<file path="config.mk">
export PLATFORM = sky130hd
export DESIGN_NAME = lruts_ctrl
export DESIGN_NICKNAME = d
export VERILOG_FILES = /design/src/rtl/core/lruts_pkg.sv /design/src/rtl/core/lruts_ctrl.sv
export SDC_FILE = /design/constraint.sdc
export NUM_CORES = 1
export LEC_CHECK = 0
export BUFFER_PORTS_ARGS = -buffer_cell sky130_fd_sc_hd__buf_2
export CAP_MARGIN = 20
export CORE_AREA = 10 10 47 49
export CTS_CLUSTER_SIZE = 20
export DETAILED_ROUTE_END_ITERATION = 10
export DIE_AREA = 0 0 57 59
export GPL_ROUTABILITY_DRIVEN = 0
export HOLD_SLACK_MARGIN = 0.02
export PLACE_DENSITY = 0.44
export RECOVER_POWER = 50
export SETUP_SLACK_MARGIN = 0.5
export SLEW_MARGIN = 5
export SYNTH_ARGS = -nofsm -noshare
export SYNTH_HDL_FRONTEND = slang
export SYNTH_SLANG_ARGS = --single-unit
</file>
<file path="constraint.sdc">
create_clock -name clock -period 1.2 [get_ports clock]
set_input_delay 0.06 -clock clock [delete_from_list [all_inputs] [get_ports clock]]
set_output_delay 0.06 -clock clock [all_outputs]
set_load 0.01 [all_outputs]
</file>
<file path="src/rtl/core/lruts_pkg.sv">
`timescale 1ns / 1ps
`default_nettype none
// ----------------------------------------------------------------------------
// lruts_pkg
// shared types, sizes and lookup tables of the timestamp lru replacement unit
// ----------------------------------------------------------------------------
package lruts_pkg;

   localparam int WAYS       = 4;
   localparam int SETS       = 256;
   localparam int TAG_BITS   = 20;
   localparam int STAMP_BITS = 64;

   localparam int WAY_BITS  = (WAYS > 1) ? $clog2(WAYS) : 1;
   localparam int SET_BITS  = (SETS > 1) ? $clog2(SETS) : 1;
   localparam int LINE_BITS = STAMP_BITS + 1 + TAG_BITS;
   localparam int ROW_BITS  = WAYS * LINE_BITS;
   localparam int VALID_OFS = STAMP_BITS;
   localparam int TAG_OFS   = STAMP_BITS + 1;
   localparam bit SCAN_NEEDED = (WAYS > 1);

   localparam int REQ_SET_VALUES = 256;
   localparam int REQ_WAY_VALUES = 4;

   typedef struct packed {
      logic        op;
      logic [7:0]  set_index;
      logic [1:0]  hit_way;
      logic [19:0] tag;
   } req_type;

   typedef struct packed {
      logic [1:0]  way;
      logic [63:0] stamp;
   } rsp_type;

   typedef enum logic [2:0] {
      ST_CLEAR,
      ST_IDLE,
      ST_LOAD,
      ST_SCAN,
      ST_WRITE
   } state_type;

   typedef struct packed {
      logic clear_row;
      logic accept;
      logic load;
      logic scan_step;
      logic commit;
   } cmd_type;

   typedef struct packed {
      logic clear_last;
      logic scan_last;
      logic op_miss;
   } sts_type;

   typedef logic [REQ_SET_VALUES-1:0][SET_BITS-1:0] set_map_type;
   typedef logic [REQ_WAY_VALUES-1:0][WAY_BITS-1:0] way_map_type;

   function automatic set_map_type build_set_map();
      set_map_type m;
      for (int i = 0; i < REQ_SET_VALUES; i++) begin
         m[i] = SET_BITS'(i % SETS);
      end
      return m;
   endfunction

   function automatic way_map_type build_way_map();
      way_map_type m;
      for (int i = 0; i < REQ_WAY_VALUES; i++) begin
         m[i] = WAY_BITS'(i % WAYS);
      end
      return m;
   endfunction

   localparam set_map_type SET_MAP = build_set_map();
   localparam way_map_type WAY_MAP = build_way_map();

endpackage
`default_nettype wire

</file>
<file path="src/rtl/core/lruts_ctrl.sv">
`timescale 1ns / 1ps
`default_nettype none
// ----------------------------------------------------------------------------
// lruts_ctrl
// sequencer: clearing pass, set read, victim scan and write back
// ----------------------------------------------------------------------------
module lruts_ctrl (
   input  wire logic              clock,
   input  wire logic              reset,
   input  wire logic              start,
   input  wire lruts_pkg::sts_type sts,
   output lruts_pkg::cmd_type     cmd,
   output logic                   busy
);

   lruts_pkg::state_type state_ff;
   lruts_pkg::state_type state_in;

   always_ff @(posedge clock) begin
      if (reset) begin
         state_ff <= lruts_pkg::ST_CLEAR;
      end else begin
         state_ff <= state_in;
      end
   end

   always_comb begin
      state_in = state_ff;
      cmd      = '0;
      busy     = 1'b1;
      case (state_ff)
         lruts_pkg::ST_CLEAR: begin
            cmd.clear_row = 1'b1;
            if (sts.clear_last) begin
               state_in = lruts_pkg::ST_IDLE;
            end
         end
         lruts_pkg::ST_IDLE: begin
            busy = 1'b0;
            if (start) begin
               cmd.accept = 1'b1;
               state_in   = lruts_pkg::ST_LOAD;
            end
         end
         lruts_pkg::ST_LOAD: begin
            cmd.load = 1'b1;
            if (sts.op_miss && lruts_pkg::SCAN_NEEDED) begin
               state_in = lruts_pkg::ST_SCAN;
            end else begin
               state_in = lruts_pkg::ST_WRITE;
            end
         end
         lruts_pkg::ST_SCAN: begin
            cmd.scan_step = 1'b1;
            if (sts.scan_last) begin
               state_in = lruts_pkg::ST_WRITE;
            end
         end
         lruts_pkg::ST_WRITE: begin
            cmd.commit = 1'b1;
            state_in   = lruts_pkg::ST_IDLE;
         end
         default: begin
            state_in = lruts_pkg::ST_IDLE;
         end
      endcase
   end

endmodule
`default_nettype wire

</file>
---- Word-level counts from Yosys, hierarchy flattened ----
Cells that the tools add are included.
cells by class
  mux-type cells .......................... 12
  reduce and logical (&&, ||, !) cells .... 2
  eq/ne operators ......................... 7
operator list
  kind                                                             count
  3-bit 2-to-1 mux                                                 4
  3-bit case mux with 4 select lines                               1
  1-bit 2-to-1 mux                                                 7
  3-bit by 2-bit == test with 1-bit output, second input constant  2
  2-bit != test, second input constant                             3
  3-bit by 1-bit == test with 1-bit output, second input constant  1
  3-bit == test, second input constant                             1
  3-bit logical NOT                                                1
  3-bit AND reduction                                              1
storage, ports and cells
  output and inout port bits .............. 6
  register bits ........................... 3
  logic and storage cells ................. 22
  input port bits ......................... 6

---- Depth between registers and ports, before layout ----
Gate-level depths: netlist of run 1.
  depth in word-level cells ............... 3
  mapped depth ............................ 4
  gate-level depth less buffers ........... 3

---- Worst setup path before layout of run 1 ----
OpenSTA, ideal clock, no wires.
  path type ............................... flip-flop to flip-flop
  start point ............................. register state_ff[0]
  end point ............................... register state_ff[1]
  path slack .............................. 0.343 ns
  data required time ...................... 1.081 ns
  arrival ................................. 0.739 ns
  clock period less this slack ............ 0.857 ns
  setup time .............................. 0.119 ns
  buffers on the path ..................... 0
  cell stages (with the launch flop) ...... 4
  cell sequence ........................... dfxtp_1 > or2_1 > a31oi_1 > nor3_1
between the ends
  cells in the longest elaborated chain, start to end .. 3
  elaborated cells between the ends (all ways) .. 9
  those cells by class .................... eq/ne: 6; mux: 1; reduce/logical: 2
ends and longest elaborated chain
  element                                                                 line              text
  start, declared                                                         lruts_ctrl.sv:16  lruts_pkg::state_type state_ff;
  start signal, assigned                                                  lruts_ctrl.sv:21  state_ff <= lruts_pkg::ST_CLEAR;
  start signal, assigned                                                  lruts_ctrl.sv:23  state_ff <= state_in;
  3-bit by 2-bit == test with 1-bit output, or another cell as far along  lruts_ctrl.sv:31  case (state_ff)
  2-bit != test (no line)                                                 --
  3-bit AND reduction (no line)                                           --
Parallel ways exist; a longest one is shown, timed or not.
A chain may end at the register's enable or synchronous reset.

==> results of run 1 <==
final cells by class:
cell class / instances / area share
clock buffers: 4 / 0.0837
inverters: 1 / 0.0120
multi-input cells: 18 / 0.402
flip-flops and latches: 3 / 0.219
well taps: 16 / 0.0637
repair buffers: 13 / 0.219
metal layers:
layer,track usage,part of all wire
met1,0.0321,0.38
met2,0.0496,0.42
met3,0.0579,0.19
met4,0.0101,0
met5,0,0
power breakdown:
part / internal, mW / leakage [nW] / total [mW] / switching (mW)
combinational: 0.0427 / 0.105 / 0.0800 / 0.0373
clock: 0.124 / 0.0150 / 0.174 / 0.0494
sequential: 0.106 / 0.0264 / 0.124 / 0.0180
cell families after synthesis:
family          Yosys count
simple gates             14
compound gates            4
flops                     3
buf+inv                   2
through the flow:
step / instances / util
final: 55 / 0.224
after global routing: 55 / 0.224
after CTS: 54 / 0.217
after detailed placement: 49 / 0.178
after global placement: 49 / 0.178
after floorplan: 23 / -
path summary, 6_finish.rpt:
path	start	endpoint	slack, ps
worst max-delay path	state_ff[2]$_SDFFE_PP0P_	cmd[3]	170
worst min-delay path	reset	state_ff[0]$_SDFFE_PP0P_	20
worst max register to register	state_ff[0]$_SDFFE_PP0P_	state_ff[2]$_SDFFE_PP0P_	200
worst min register to register	state_ff[2]$_SDFFE_PP0P_	state_ff[1]$_SDFFE_PP0P_	460
critical path: stages (launching register included):
cell	delay (ps)
dfxtp_4	350
nor2_4	120
and3_1	150
buf_2	130
cell usage after synthesis, drive strengths merged:
master,instances
nor3,2
a21oi,1
a31oi,1
and3b,1
nor3b,1
nand2,3
buf,1
dfxtp,3
nand2b,1
or2,1
and2b,1
inv,1
a211oi,1
o21ai,1
nor2,3
and3,1
timing repair:
item                                    CTS  global route
endpoints found under the setup margin    9             9
hold endpoints to repair                  2             2
resized for setup                         8             3
pin swaps                                 4             2
setup buffers                             1             1
==> flow_summary.json, run 1 <==
{
  "start_kind": "register",
  "clock_path_buffers": 2,
  "final_cell_area_sq_um": 314,
  "fp.dieH_um": 59,
  "hp-class": "in2reg",
  "max_freq_ghz": 0.968,
  "period_share": 0.861,
  "dpl_cell_area_sq_um": 249,
  "status": "finished, final reports clean",
  "cts_sinks": 3,
  "finalHoldWorstSlack_ps": 19.5,
  "reg_top3": "state_ff (3)",
  "rsz0062_at_grt": "true",
  "synthMuxAreaShare": 0,
  "power.leakage_nw": 0.147,
  "worstSetupEndpointType": "output pin",
  "track_usage": 0.0385,
  "ir_drop_v": 0.000567,
  "maxCapViolations": 0,
  "via_per_inst": 3.76,
  "grt_remaining_overflow": 0,
  "layout-drive-gt1-share": 0.615,
  "fillerInstances": 174,
  "crit_fanout": 5,
  "cts-root-buf": "clkbuf_4",
  "die-width_um": 57,
  "clk_latency_ps": 230,
  "arrival_ps": 970,
  "synth_nets": 29,
  "hold-path-cell-count": 2,
  "rr_worst_depth": 4,
  "core-area_sq_mm": 0.00140,
  "wl_um": 588,
  "cts-htree-levels": 1,
  "preCtsSetupSlack_ps": 160,
  "min_period_ps": 1030,
  "post-route-drc-count": 0,
  "nets": 46,
  "boundaryPins": 12,
  "worst_slew_pin_slew_ps": 190,
  "fp.dieArea_sq_mm": 0.00336,
  "synth.cell_area_sq_um": 183,
  "yosys_warnings": 0,
  "yosys.area_share.adder": 0,
  "synth_simple_gate_area_frac": 0.438,
  "synthXorXnorAreaFrac": 0,
  "synth_top_family_by_area": "simple AND/OR/NAND/NOR gates",
  "regMostFlops": "state_ff",
  "p_per_area_mw_per_mm2": 1200,
  "worstPathRequired_ps": 1140,
  "power_mw": 0.378,
  "antenna_found_initial": 0,
  "start_util": 0.130,
  "timing.slew.headroom": 0.873,
  "most-common-layout-cells": "buf_2 (10), clkbuf_4 (3)",
  "syn_avg_cell_area_sq_um": 7.94,
  "vias": 207,
  "grt_pass1_wl_um": 938,
  "finalMaxSlewViolations": 0,
  "synthCells": 23,
  "seq_area_frac_synth": 0.329,
  "postLayoutSetupSlackWorst_ps": 167,
  "multi_input_area_sq_um": 126,
  "portBuffers": 11,
  "largest_reg_flops": 3,
  "clk_pin_slew_ps": 30,
  "layout_commonest_cell": "buf_2",
  "synth.distinct_cells": 17,
  "regArea_sq_um": 68.8,
  "numCtsBuffers": 3,
  "synth-seq-cells": 3,
  "first_pass_iters": 1,
  "dp_hpwl_um": 447,
  "rows": 14,
  "grt_pass1_vias": 219,
  "avgRoutedWirePerCell_um": 10.7,
  "setup_viol": 0,
  "yosysTopAreaCellShare": 0.329,
  "synth_area_leader_cell": "dfxtp_1",
  "final-hold-violation-count": 0,
  "path_class": "reg2out",
  "setup_tns_ps": 0,
  "final.setup_skew_ps": 2.61,
  "synth_compound_area_frac": 0.151,
  "area_growth_pct": 71.9,
  "grt_max_degree": 11,
  "first_iter_violations": 0,
  "postRouteAntennaNets": 0,
  "cts_tree": "built",
  "synth_area_leaders": "dfxtp_1 (33%), buf_6 (6.2%), nor2_1 (6.2%)",
  "antenna_cells": 0
}
Power figures use the tool's default switching activity.
==> run 2: changes to the inputs <==
--- a/config.mk
+++ b/config.mk
@@ -12,8 +12,9 @@
 export DETAILED_ROUTE_END_ITERATION = 10
 export DIE_AREA = 0 0 57 59
 export GPL_ROUTABILITY_DRIVEN = 0
+export GPL_TIMING_DRIVEN = 0
 export HOLD_SLACK_MARGIN = 0.02
-export PLACE_DENSITY = 0.44
+export PLACE_DENSITY = 0.45
 export RECOVER_POWER = 50
 export SETUP_SLACK_MARGIN = 0.5
 export SLEW_MARGIN = 5
==> constraint.sdc (replaced) <==
create_clock -name clock -period 0.9 [get_ports clock]
set_input_delay 0.045 -clock clock [delete_from_list [all_inputs] [get_ports clock]]
set_output_delay 0.045 -clock clock [all_outputs]
set_load 0.01 [all_outputs]
==> flow_summary.json, run 2 (synthesized netlist as in run 1, its figures left out) <==
{
  "status": "finished, violations left",
  "violations": "hold timing, setup timing",
  "rsz0062_at_grt": "true",
  "finalHoldWorstSlack_ps": -1.06,
  "max_stage_delay_ps": 340,
  "crit_fanout": 5,
  "track_usage": 0.0354,
  "dp_hpwl_um": 431,
  "clk_latency_ps": 230,
  "antenna_found_initial": 0,
  "antenna_cells": 0,
  "first_pass_iters": 3,
  "crit_buf_inv": 1,
  "reg_top3": "state_ff (3)",
  "core-area_sq_mm": 0.00140,
  "boundaryPins": 12,
  "final-hold-violation-count": 1,
  "timing.slew.headroom": 0.874,
  "wl_met3_um": 61,
  "r2r-start": "state_ff[0]$_SDFFE_PP0P_",
  "ir_drop_v": 0.000425,
  "hp-class": "in2reg",
  "dr.max_layer_used": "met3",
  "setup_viol": 9,
  "hp-start": "reset",
  "p_per_area_mw_per_mm2": 1530,
  "fp.dieArea_sq_mm": 0.00336,
  "wl_um": 569,
  "cp_top_family": "flip-flops",
  "start_kind": "register",
  "postRouteAntennaNets": 0,
  "cts-root-buf": "clkbuf_4",
  "worstPathRequired_ps": 850,
  "grt_remaining_overflow": 0,
  "setup_tns_ps": -568,
  "reg2reg_setup_slack_ps": -60,
  "layout_commonest_cell": "buf_2",
  "worst_slew_pin_slew_ps": 187,
  "clock_path_buffers": 2,
  "vias": 220,
  "post-route-drc-count": 0,
  "rows": 14,
  "start_util": 0.130,
  "clk_pin_slew_ps": 40,
  "post-route-util": 0.259,
  "reg2reg_to": "state_ff[0]$_SDFFE_PP0P_",
  "postLayoutSetupSlackWorst_ps": -112,
  "area_growth_pct": 98.6,
  "hold-path-cell-count": 2,
  "regMostFlops": "state_ff",
  "p_switching_mw": 0.156,
  "worstSetupEndpointType": "output pin",
  "via_per_inst": 3.86,
  "min_to": "state_ff[1]$_SDFFE_PP0P_",
  "dp.cells": 50,
  "swShare": 0.281,
  "routed-wl-met2_um": 260,
  "avgRoutedWirePerCell_um": 9.98,
  "period_share": 1.12,
  "path_class": "reg2out",
  "nets": 48,
  "maxCapViolations": 0,
  "grt_max_degree": 10,
  "rr_worst_depth": 5,
  "finalMaxSlewViolations": 0,
  "largest_reg_flops": 3,
  "final.setup_skew_ps": 0.349,
  "layout.cells.non_filler": 57,
  "max_freq_ghz": 0.989,
  "layout-drive-gt1-share": 0.707,
  "min_period_ps": 1010,
  "grt_pass1_vias": 206,
  "arrival_ps": 970,
  "die-width_um": 57,
  "cts_tree": "built",
  "portBuffers": 11,
  "numCtsBuffers": 3,
  "fp.dieH_um": 59,
  "comb_power_share": 0.295,
  "cts-htree-levels": 1,
  "wl_met1_um": 247,
  "grt_pass1_wl_um": 855,
  "path_cells": "nand2b_4, nor2_1, buf_2",
  "most-common-layout-cells": "buf_2 (10), buf_6 (5), clkbuf_4 (3)",
  "cp.depth": 3,
  "power_mw": 0.555,
  "cts_sinks": 3,
  "cp_slowest_cell": "dfxtp_2",
  "internal-power_mw": 0.399,
  "power_frac_seq": 0.285,
  "clkPwrFrac": 0.420,
  "first_iter_violations": 1,
  "power.leakage_nw": 0.173
}
run 2: power by group through the flow:
| stage | clock network [mW] | logic (mW) | registers [mW] |
|---|---|---|---|
| global route | 0.267 | 0.178 | 0.160 |
| detailed placement | 0 | 0.120 | 0.154 |
| floorplan | 0 | 0.0780 | 0.152 |
| finish | 0.233 | 0.164 | 0.158 |
| CTS | 0.249 | 0.150 | 0.156 |
| global placement | 0 | 0.120 | 0.154 |
run 2: layout make-up:
cell class / instances / area [sq um]
clock buffer: 4 / 26.3
fill: 165 / 1040
inverter: 1 / 3.75
multi-input combinational: 18 / 140
tap: 16 / 20.0
sequential: 3 / 66.3
buffer: 1 / 11.3
timing repair buffer: 14 / 95.1
run 2: how the worst max path moves through the flow:
stage | start | end | slack [ps]
after floorplan | state_ff[0]$_SDFFE_PP0P_ | state_ff[1]$_SDFFE_PP0P_ | 40
after global placement | state_ff[2]$_SDFFE_PP0P_ | state_ff[0]$_SDFFE_PP0P_ | -30
after detailed placement | state_ff[2]$_SDFFE_PP0P_ | state_ff[0]$_SDFFE_PP0P_ | -10
after CTS | state_ff[2]$_SDFFE_PP0P_ | cmd[3] | -130
after global routing | state_ff[2]$_SDFFE_PP0P_ | cmd[2] | -160
final | state_ff[2]$_SDFFE_PP0P_ | cmd[2] | -110
run 2: per-stage QoR:
step | setup slack [ps] | hold slack, ps | area, sq um
floorplan | 43.0 | 118 | 190
global placement | -27.9 | 244 | 265
detailed placement | -13.4 | 245 | 265
CTS | -129 | -12.3 | 345
global route | -160 | -7.64 | 363
finish | -112 | -1.06 | 363
run 2: metal layers:
metal,global-route usage,vias up
li1,-,114
met3,0.0408,0
met1,0.0332,99
met2,0.0403,7
met4,0.0302,0
met5,0,-
run 2: what timing repair did:
action	in CTS	in global routing
buffers inserted	2	0
endpoints found under the setup margin	9	9
resized for setup	12	4
pin swaps	2	1
cloned	0	1
hold endpoints to repair	2	2
